`src/hw/rtl/time_of_day_window_trigger_macros.svh`:
```
// ----------------------------------------------------------------------------
// Time-of-day window trigger: assertion macros
// Concurrent checks, clocked on the rising edge and held off during reset.
// ----------------------------------------------------------------------------
`ifndef TIME_OF_DAY_WINDOW_TRIGGER_MACROS_SVH
`define TIME_OF_DAY_WINDOW_TRIGGER_MACROS_SVH

`ifndef SYNTHESIS

// The property must hold at every clock edge outside reset.
`define TODWT_ASSERT(lbl, clk, rst_n, prop, msg) \
    lbl: assert property (@(posedge clk) disable iff (!rst_n) (prop)) else $error(msg);

// The condition must never be seen at a clock edge outside reset.
`define TODWT_NEVER(lbl, clk, rst_n, cond, msg) \
    lbl: assert property (@(posedge clk) disable iff (!rst_n) !(cond)) else $error(msg);

`else

`define TODWT_ASSERT(lbl, clk, rst_n, prop, msg)
`define TODWT_NEVER(lbl, clk, rst_n, cond, msg)

`endif

`endif

```
`src/hw/rtl/todwt_pkg.sv`:
```
// ----------------------------------------------------------------------------
// Time-of-day window trigger package
// Request and result types, action and register codes, shared constants.
// ----------------------------------------------------------------------------
package todwt_pkg;

    // Default size of the window table.
    localparam int MAX_WINDOWS_DEF = 16;

    // Field widths.
    localparam int HOUR_W     = 5;
    localparam int MINUTE_W   = 6;
    localparam int SECONDS_W  = 32;
    localparam int DURATION_W = 17;

    // Configuration port.
    localparam int CFG_INDEX_W = 2;
    localparam int CFG_DATA_W  = DURATION_W;

    localparam logic [CFG_INDEX_W-1:0] CFG_DURATION_SEC  = 2'd0;
    localparam logic [CFG_INDEX_W-1:0] CFG_HIT_ENABLE    = 2'd1;
    localparam logic [CFG_INDEX_W-1:0] CFG_EXPIRE_ENABLE = 2'd2;

    localparam logic [DURATION_W-1:0] DURATION_RESET = 17'd3600;

    // Action codes of a request.
    localparam logic [1:0] ACT_TICK  = 2'd0;
    localparam logic [1:0] ACT_ADD   = 2'd1;
    localparam logic [1:0] ACT_CLEAR = 2'd2;

    typedef struct packed {
        logic [1:0]           action;
        logic [HOUR_W-1:0]    hour;
        logic [MINUTE_W-1:0]  minute;
        logic [SECONDS_W-1:0] now_seconds;
    } todwt_in_t;

    typedef struct packed {
        logic hit;
        logic expired;
        logic active;
        logic table_full;
    } todwt_out_t;

    // One stored window.
    typedef struct packed {
        logic [HOUR_W-1:0]   hour;
        logic [MINUTE_W-1:0] minute;
    } todwt_entry_t;

    // Sequencer states.
    typedef enum logic [1:0] {
        ST_IDLE,
        ST_SCAN,
        ST_FINISH
    } todwt_state_t;

endpackage

```
`src/hw/rtl/todwt_table.sv`:
```
// ----------------------------------------------------------------------------
// Window table
// Single-port-write, single-port-read synchronous memory of hour:minute
// windows with a registered read.
// ----------------------------------------------------------------------------
module todwt_table #(
    parameter int DEPTH = todwt_pkg::MAX_WINDOWS_DEF,
    localparam int IDX_W = (DEPTH > 1) ? $clog2(DEPTH) : 1
) (
    input  logic                   clk,
    input  logic                   wr_en,
    input  logic [IDX_W-1:0]       wr_addr,
    input  todwt_pkg::todwt_entry_t wr_entry,
    input  logic [IDX_W-1:0]       rd_addr,
    output todwt_pkg::todwt_entry_t rd_entry
);

    import todwt_pkg::*;

    todwt_entry_t mem [DEPTH];
    todwt_entry_t rd_entry_reg;

    // Write port.
    always_ff @(posedge clk)
    begin
        if (wr_en)
        begin
            mem[wr_addr] <= wr_entry;
        end
    end

    // Registered read port.
    always_ff @(posedge clk)
    begin
        rd_entry_reg <= mem[rd_addr];
    end

    assign rd_entry = rd_entry_reg;

endmodule

```
`src/hw/rtl/time_of_day_window_trigger.sv`:
```
// ----------------------------------------------------------------------------
// Time-of-day window trigger
// Keeps a table of hour:minute alarm windows, matches tick requests against
// it and reports window entry, forced expiry and table overflow.
//
//   Channel  Direction  Handshake           Payload
//   in       input      in_valid/in_stall   in_data  (action, hour, minute, seconds)
//   out      output     out_valid/out_stall out_data (hit, expired, active, full)
//   cfg      input      cfg_we              cfg_index, cfg_data
//
// A tick reads the table entries in order up to and including the first
// match (the whole fill level when nothing matches); entries are scanned one
// per cycle through the table's single read port. Add and clear requests
// skip the scan. Reset empties the table by its fill count.
// A stalled result waits in the output register while the next request is
// taken; that request finishes once the output register is free.
// ----------------------------------------------------------------------------
`include "time_of_day_window_trigger_macros.svh"

module time_of_day_window_trigger #(
    parameter int MAX_WINDOWS = todwt_pkg::MAX_WINDOWS_DEF
) (
    input  logic                               clk,
    input  logic                               rst_n,
    input  logic                               in_valid,
    output logic                               in_stall,
    input  todwt_pkg::todwt_in_t               in_data,
    output logic                               out_valid,
    input  logic                               out_stall,
    output todwt_pkg::todwt_out_t              out_data,
    input  logic                               cfg_we,
    input  logic [todwt_pkg::CFG_INDEX_W-1:0]  cfg_index,
    input  logic [todwt_pkg::CFG_DATA_W-1:0]   cfg_data
);

    import todwt_pkg::*;

    localparam int IDX_W = (MAX_WINDOWS > 1) ? $clog2(MAX_WINDOWS) : 1;
    localparam int CNT_W = $clog2(MAX_WINDOWS + 1);

    // Configuration registers.
    logic [DURATION_W-1:0] duration_reg;
    logic                  hit_enable_reg;
    logic                  expire_enable_reg;

    // Control and window state.
    todwt_state_t          state_reg, state_next;
    logic [IDX_W-1:0]      scan_reg, scan_next;
    logic                  match_reg, match_next;
    logic [CNT_W-1:0]      count_reg, count_next;
    logic                  in_window_reg, in_window_next;
    logic [SECONDS_W-1:0]  start_reg, start_next;
    logic                  out_valid_reg, out_valid_next;

    // Payload holding registers.
    todwt_in_t             item_reg, item_next;
    todwt_out_t            out_data_reg, out_data_next;

    // Table ports.
    logic                  wr_en;
    logic [IDX_W-1:0]      wr_addr;
    todwt_entry_t          wr_entry;
    logic [IDX_W-1:0]      rd_addr;
    todwt_entry_t          rd_entry;

    logic                  entry_match;
    logic                  scan_last;
    logic [SECONDS_W-1:0]  elapsed;
    logic                  timed_out;

    todwt_table #(
        .DEPTH (MAX_WINDOWS)
    ) u_table (
        .clk      (clk),
        .wr_en    (wr_en),
        .wr_addr  (wr_addr),
        .wr_entry (wr_entry),
        .rd_addr  (rd_addr),
        .rd_entry (rd_entry)
    );

    // Configuration writes.
    always_ff @(posedge clk or negedge rst_n)
    begin
        if (!rst_n)
        begin
            duration_reg      <= DURATION_RESET;
            hit_enable_reg    <= 1'b0;
            expire_enable_reg <= 1'b0;
        end
        else if (cfg_we)
        begin
            case (cfg_index)
                CFG_DURATION_SEC:  duration_reg      <= cfg_data;
                CFG_HIT_ENABLE:    hit_enable_reg    <= cfg_data[0];
                CFG_EXPIRE_ENABLE: expire_enable_reg <= cfg_data[0];
                default:           ;
            endcase
        end
    end

    // Compare the entry read last cycle and check the active window's age.
    assign entry_match = (rd_entry.hour == item_reg.hour) &&
                         (rd_entry.minute == item_reg.minute);
    assign scan_last   = ((CNT_W'(scan_reg) + CNT_W'(1)) == count_reg);
    assign elapsed     = item_reg.now_seconds - start_reg;
    assign timed_out   = (elapsed >= SECONDS_W'(duration_reg));

    // Sequencer: accept, scan the table for a tick, then retire into the output register.
    always_comb
    begin
        state_next     = state_reg;
        scan_next      = scan_reg;
        match_next     = match_reg;
        count_next     = count_reg;
        in_window_next = in_window_reg;
        start_next     = start_reg;
        item_next      = item_reg;
        out_valid_next = out_valid_reg && out_stall;
        out_data_next  = out_data_reg;
        rd_addr        = '0;
        wr_en          = 1'b0;
        wr_addr        = count_reg[IDX_W-1:0];
        wr_entry       = '{hour: item_reg.hour, minute: item_reg.minute};

        case (state_reg)
            ST_IDLE:
            begin
                if (in_valid)
                begin
                    item_next  = in_data;
                    match_next = 1'b0;
                    scan_next  = '0;
                    if (in_data.action == ACT_TICK && count_reg != '0)
                    begin
                        state_next = ST_SCAN;
                    end
                    else
                    begin
                        state_next = ST_FINISH;
                    end
                end
            end

            ST_SCAN:
            begin
                if (entry_match || scan_last)
                begin
                    match_next = entry_match;
                    state_next = ST_FINISH;
                end
                else
                begin
                    scan_next = scan_reg + IDX_W'(1);
                    rd_addr   = scan_reg + IDX_W'(1);
                end
            end

            ST_FINISH:
            begin
                if (!out_valid_reg || !out_stall)
                begin
                    out_data_next = '0;
                    case (item_reg.action)
                        ACT_TICK:
                        begin
                            if (in_window_reg && expire_enable_reg && timed_out)
                            begin
                                in_window_next        = 1'b0;
                                out_data_next.expired = 1'b1;
                            end
                            else if (match_reg && !in_window_reg)
                            begin
                                in_window_next    = 1'b1;
                                start_next        = item_reg.now_seconds;
                                out_data_next.hit = hit_enable_reg;
                            end
                            else if (!match_reg && in_window_reg)
                            begin
                                in_window_next = 1'b0;
                            end
                        end
                        ACT_ADD:
                        begin
                            if (count_reg < CNT_W'(MAX_WINDOWS))
                            begin
                                wr_en      = 1'b1;
                                count_next = count_reg + CNT_W'(1);
                            end
                            else
                            begin
                                out_data_next.table_full = 1'b1;
                            end
                        end
                        ACT_CLEAR:
                        begin
                            count_next     = '0;
                            in_window_next = 1'b0;
                        end
                        default: ;
                    endcase
                    out_data_next.active = in_window_next;
                    out_valid_next       = 1'b1;
                    state_next           = ST_IDLE;
                end
            end

            default:
            begin
                state_next = ST_IDLE;
            end
        endcase
    end

    // Control state.
    always_ff @(posedge clk or negedge rst_n)
    begin
        if (!rst_n)
        begin
            state_reg     <= ST_IDLE;
            scan_reg      <= '0;
            match_reg     <= 1'b0;
            count_reg     <= '0;
            in_window_reg <= 1'b0;
            start_reg     <= '0;
            out_valid_reg <= 1'b0;
        end
        else
        begin
            state_reg     <= state_next;
            scan_reg      <= scan_next;
            match_reg     <= match_next;
            count_reg     <= count_next;
            in_window_reg <= in_window_next;
            start_reg     <= start_next;
            out_valid_reg <= out_valid_next;
        end
    end

    // Payload registers.
    always_ff @(posedge clk)
    begin
        item_reg     <= item_next;
        out_data_reg <= out_data_next;
    end

    assign in_stall  = (state_reg != ST_IDLE);
    assign out_valid = out_valid_reg;
    assign out_data  = out_data_reg;

    // Checks on the table fill level, the scan and the result flags.
    `TODWT_ASSERT(a_count_bound, clk, rst_n, count_reg <= CNT_W'(MAX_WINDOWS),
                  "table count overflow")
    `TODWT_ASSERT(a_scan_in_range, clk, rst_n,
                  (state_reg == ST_SCAN) |-> (CNT_W'(scan_reg) < count_reg),
                  "scan beyond fill level")
    `TODWT_NEVER(a_hit_and_expired, clk, rst_n,
                 out_valid_reg && out_data_reg.hit && out_data_reg.expired,
                 "hit and expiry in one result")
    `TODWT_ASSERT(a_result_flag, clk, rst_n,
                  (out_valid_reg && (out_data_reg.hit || out_data_reg.expired ||
                   out_data_reg.table_full)) |->
                  (out_data_reg.active == in_window_reg) ||
                  ($past(state_reg) != ST_FINISH) || out_stall,
                  "result flag does not match window state")

endmodule
```
`config.mk`:
```
export PLATFORM = sky130hd
export DESIGN_NAME = time_of_day_window_trigger
export DESIGN_NICKNAME = d
export VERILOG_FILES = /design/src/hw/rtl/todwt_pkg.sv /design/src/hw/rtl/todwt_table.sv /design/src/hw/rtl/time_of_day_window_trigger.sv
export VERILOG_INCLUDE_DIRS = /design/src /design/src/hw/rtl
export SDC_FILE = /design/constraint.sdc
export NUM_CORES = 1
export LEC_CHECK = 0
export BUFFER_PORTS_ARGS = -buffer_cell sky130_fd_sc_hd__buf_2
export CAP_MARGIN = 40
export CELL_PAD_IN_SITES_DETAIL_PLACEMENT = 0
export CELL_PAD_IN_SITES_GLOBAL_PLACEMENT = 1
export CORE_MARGIN = 2
export CORE_UTILIZATION = 50
export CTS_CLUSTER_SIZE = 12
export DETAILED_ROUTE_END_ITERATION = 8
export GPL_TIMING_DRIVEN = 0
export HOLD_SLACK_MARGIN = 0.02
export PLACE_DENSITY_LB_ADDON = 0.2
export SYNTH_ARGS = -nofsm -noshare
export SYNTH_HDL_FRONTEND = slang
export SYNTH_SLANG_ARGS = --single-unit
```
`constraint.sdc`:
```
create_clock -name clk -period 5.3 [get_ports clk]
set_input_delay 0.795 -clock clk [delete_from_list [all_inputs] [get_ports clk]]
set_output_delay 0.795 -clock clk [all_outputs]
set_load 0.02 [all_outputs]
```
==> impl.org <==
** Floorplanning
- Standard cell core area :: 0.0278 sq mm
- For this configuration, the core starts out at a cell density of 0.509.
- The die covers about 0.030 sq mm.
- Pin placement for this block handled 75 I/O pins.
- Site row count :: 61
- Overall die width :: 172 microns
- The floorplan step set the die height to 172 microns.

** Timing
- On the final layout, the worst clock skew is 0.0107 ns.
- Fmax :: 213 MHz
- Summed over all failing endpoints, the final setup total negative slack is 0 ns.
- The final number of hold-violating endpoints was 0.
- Measured slew at the worst slew-check pin :: between 0.8 and 0.9 ns
- Hold timing on the final database bottoms out at a slack of 0.177 ns.
- Setup slack closes at 0.595 ns.
- Clock period minus worst slack :: 4.70 ns
- In this run the tightest slew margin relative to its limit is 0.445.
- Setup violations remaining at the end of the flow were counted as 0.
- Number of max-slew violations in the final report :: 0
- Unrepaired setup endpoints after global routing :: no
- Portion of the clock cycle consumed by the worst path in the final layout :: 0.888

** Yosys
- Multiplexer share of the synthesized area :: 0.0618
- The share of synthesized area in the top cell type comes to 0.478.
- Largest area contributor in the netlist :: edfxtp_1
- The Yosys step of the flow raised 0 warnings.
- The synthesized netlist occupies a cell area of 0.0141 sq mm.
- Average size of a mapped cell :: 12.0 sq um
- Post-synthesis net count :: ~1,300
- Fraction of the mapped netlist area in simple logic gates :: 0.126
- Share of synthesized registers carrying an async set or reset :: 0.216
- Xor and xnor area share after synthesis :: 0.0246
- The area fraction in compound gates after synthesis is 0.100.
- By area, the combinational part of the netlist is dominated by simple AND/OR/NAND/NOR gates.
- Of the total synthesized cell area, the portion taken by full adders, half adders and majority gates is 0.0483.
- Top_reg_cell synth :: edfxtp_1
- In this run, synthesis inferred 225 flip-flops with an integrated enable.
- Yosys attributes the largest share of cell area to edfxtp_1 (48%), dfrtp_1 (11%), ha_1 (4.7%).
- Count of different cell masters after synthesis :: 74
- After technology mapping, the gate count stands at 1,174.
- Post-synthesis sequential element count :: 301
- Seq/Total Area, Yosys :: 0.609

** Clocking
- Clock latency on the worst-skew pair, taken at its later pin, is 0.55 ns.
- TritonCTS built the clock tree.
- For this design, the CTS-stage hold fixing added 0 buffers.
- Number of buffers inserted during clock tree synthesis :: 31
- After clock tree synthesis, the clock-pin slew on the worst setup and hold paths is 0.06 ns.
- CTS placed an instance of clkbuf_16 at the clock tree root.
- In this run the deepest clock path goes through 3 buffers.
- Sink Count :: 301
- Number of setup buffers added after CTS :: 0
- Htree depth :: 1
- The number of gates resized after CTS was 0.

** Finish
- In the layout the commonest cells are edfxtp_1 (225), nand2_1 (128), buf_2 (83).
- Number of nets in the layout :: 1,409
- Flip-flop count of the largest register, all copies and words added :: between 150 and 200
- Fraction of final layout cells sized beyond drive strength 1 :: 0.140
- Total area of multi-input combinational cells :: 0.00510 sq mm
- Layout-stage area growth over the synthesis result :: 13.0%
- Most common library cell in the layout ignoring fill and taps :: edfxtp_1
- Summing all flip-flop and latch instances after layout gives 0.00861 sq mm.
- Counting the fill cells in the layout gives 2,415.
- Cell area after layout :: 0.0160 sq mm
- Fraction of the core area covered by cells at the end of the flow :: 0.575
- The repair_antennas step left the layout with diodes totalling 0.

** Route
- Summed over all nets, wire length on met3 after detailed routing comes to 1660 microns.
- Summed over all nets, wire length on met2 after detailed routing comes to approximately 15,000 microns.
- Drc violations :: 0
- Number of search-and-repair iterations in the first detailed-routing pass :: 5
- In this run, the number of DRC markers left after iteration 0 of detailed routing was 641.
- The final route contains 9,267 vias.
- Post-detailed-route via-to-cell ratio :: 5.49
- The detail route stage leaves a number of antenna-violating nets equal to 0.
- Aggregate routed wire length :: ~32,000 microns
- Detailed-route wire length on metal 1 :: roughly 14,000 microns
- After detailed routing, no signal wire sits above met4.
- Average wire length per cell after detail routing :: roughly 19 microns

** Job
- Number of max-cap violations :: 0

** Place
- Last weighted congestion value of the routability-driven placer :: 0.898
- Sum of net half-perimeters after detailed placement :: between 20,000 and 25,000 microns
- Prior to clock tree synthesis, the placed netlist has a worst setup slack of 0.551 ns.
- Buffers placed on the I/O ports in this run total 74.
- Once placement finished, the instance area stood at 0.0150 sq mm.

** Worst setup path
- Slack of the worst reg-to-reg path :: 0.60 ns
- Critical path arrival :: 4.99 ns
- Nature of the critical path startpoint :: flip-flop
- Endpoint class of the critical path :: flip-flop
- STA puts the critical path data required time at between 5 and 6 ns.
- Cell-by-cell listing of the critical path :: ha_1 -> clkbuf_1 -> nand2_1 -> a2111oi_0 -> buf_1 -> nor4_2 -> nor2_1 -> xor2_1 -> ha_1 -> a21oi_1 -> nor2_1 -> a2111oi_0 -> a31oi_1 -> or3_1 -> nor4b_2 -> nand4_1 -> nor4b_1
- The worst setup path is of the flip-flop to flip-flop kind.
- Cell family with the largest share of critical-path delay :: simple AND/OR/NAND/NOR gates
- Along the worst path, the maximum fanout reaches 7.
- Library cell contributing the largest single delay on the critical path :: or3_1
- Largest incremental delay on the critical path :: around 0.42 ns
- Critical path buffers and inverters :: 2

** Hold path
- The min-delay analysis places its worst path in the category primary input to async pin.

** Outcome
- The run finished with clean final reports.

** Power
- Power per cell area :: around 420 mW/mm^2
- The worst-case IR drop observed on VDD is approximately 280 uV.
- LEAKAGE :: between 0.006 and 0.007 uW

** GRT
- Summed over all layers, the global routing overflow is 0.
- The number of antenna violations at the first check in global routing is 0.
- Wire length of the first global-routing pass :: 49,900 microns
- Global Route Usage Sum :: 0.222
- Maximum number of pins on one net before global-route repair :: 37
- The number of global-route vias before repair was 9,058.
==> metal layers <==
layer / GRT usage / vias to the layer above
met5: 0 / -
met4: 0.0698 / 0
met3: 0.0293 / 54
met2: 0.374 / 230
met1: 0.302 / 4436
li1: - / 4547
==> kinds of logic (layout without fill, tap and decap cells) <==
logic type | count (synthesis) | count (layout)
compound gates | 220 | 220
xor+xnor | 38 | 38
fa+ha+maj | 54 | 54
buf+inv | 107 | 243
flops | 301 | 301
mux | 83 | 83
simple gates | 371 | 371
==> worst register-to-register path, stage by stage (launching register included) <==
cell and delay, ns:
edfxtp_1 0.39, ha_1 0.29, clkbuf_1 0.25, nand2_1 0.11
a2111oi_0 0.32, buf_1 0.20, nor4_2 0.09, nor2_1 0.28
xor2_1 0.22, ha_1 0.27, a21oi_1 0.15, nor2_1 0.05
a2111oi_0 0.36, a31oi_1 0.15, or3_1 0.42, nor4b_2 0.27
nand4_1 0.34, nor4b_1 0.28
==> where the power goes <==
group          switching [uW]  internal, uW  total (uW)  leakage, uW
clock network             855          1140        1990     0.000448
registers                 194          2820        3020      0.00298
logic                    1110           657        1770      0.00261
total                    2160          4620        6780      0.00604
==> per-stage QoR <==
stage | power, uW | cells
after floorplan | 4260 | 1174
after global placement | 4790 | 1626
after detailed placement | 4830 | 1631
after CTS | 6840 | 1688
after global routing | 7160 | 1688
final | 6780 | 1688
==> synth_stat cells, types with 10 or more instances <==
| library cell | n |
|---|---|
| inv_1 | 60 |
| nand2_1 | 128 |
| nor3_1 | 56 |
| nor4_1 | 15 |
| ha_1 | 53 |
| clkbuf_1 | 33 |
| dfrtp_1 | 61 |
| and2_1 | 21 |
| a21o_1 | 10 |
| dfxtp_1 | 11 |
| xor2_1 | 21 |
| or3_1 | 16 |
| xnor2_1 | 16 |
| nor2_1 | 79 |
| a21oi_1 | 61 |
| mux2i_1 | 49 |
| a32o_1 | 11 |
| o21ai_0 | 63 |
| edfxtp_1 | 225 |
| buf_2 | 10 |
| mux2_2 | 34 |
| o211a_1 | 10 |
==> path summary, 6_finish.rpt <==
kind,start,endpoint,cells past startpoint
max in group asynchronous,rst_n,duration_reg[10],2
worst min register to register,start_reg[0],start_reg[0],2
min in group clk,in_data[40],item_reg[40],1
worst max register to register,item_reg[6],out_data[2],17
worst max-delay path,item_reg[6],out_data[2],17
worst min-delay path,rst_n,start_reg[3],1
==> area by class of cell <==
class                      instances  area share
buffer                            46      0.0121
clock buffer                      53      0.0563
clock inverter                     4     0.00172
inverter                          61      0.0143
multi-input combinational        766       0.319
sequential                       301       0.539
tap                              378      0.0296
timing repair buffer              79      0.0274
No activity file was read; power rests on OpenSTA's default activity.
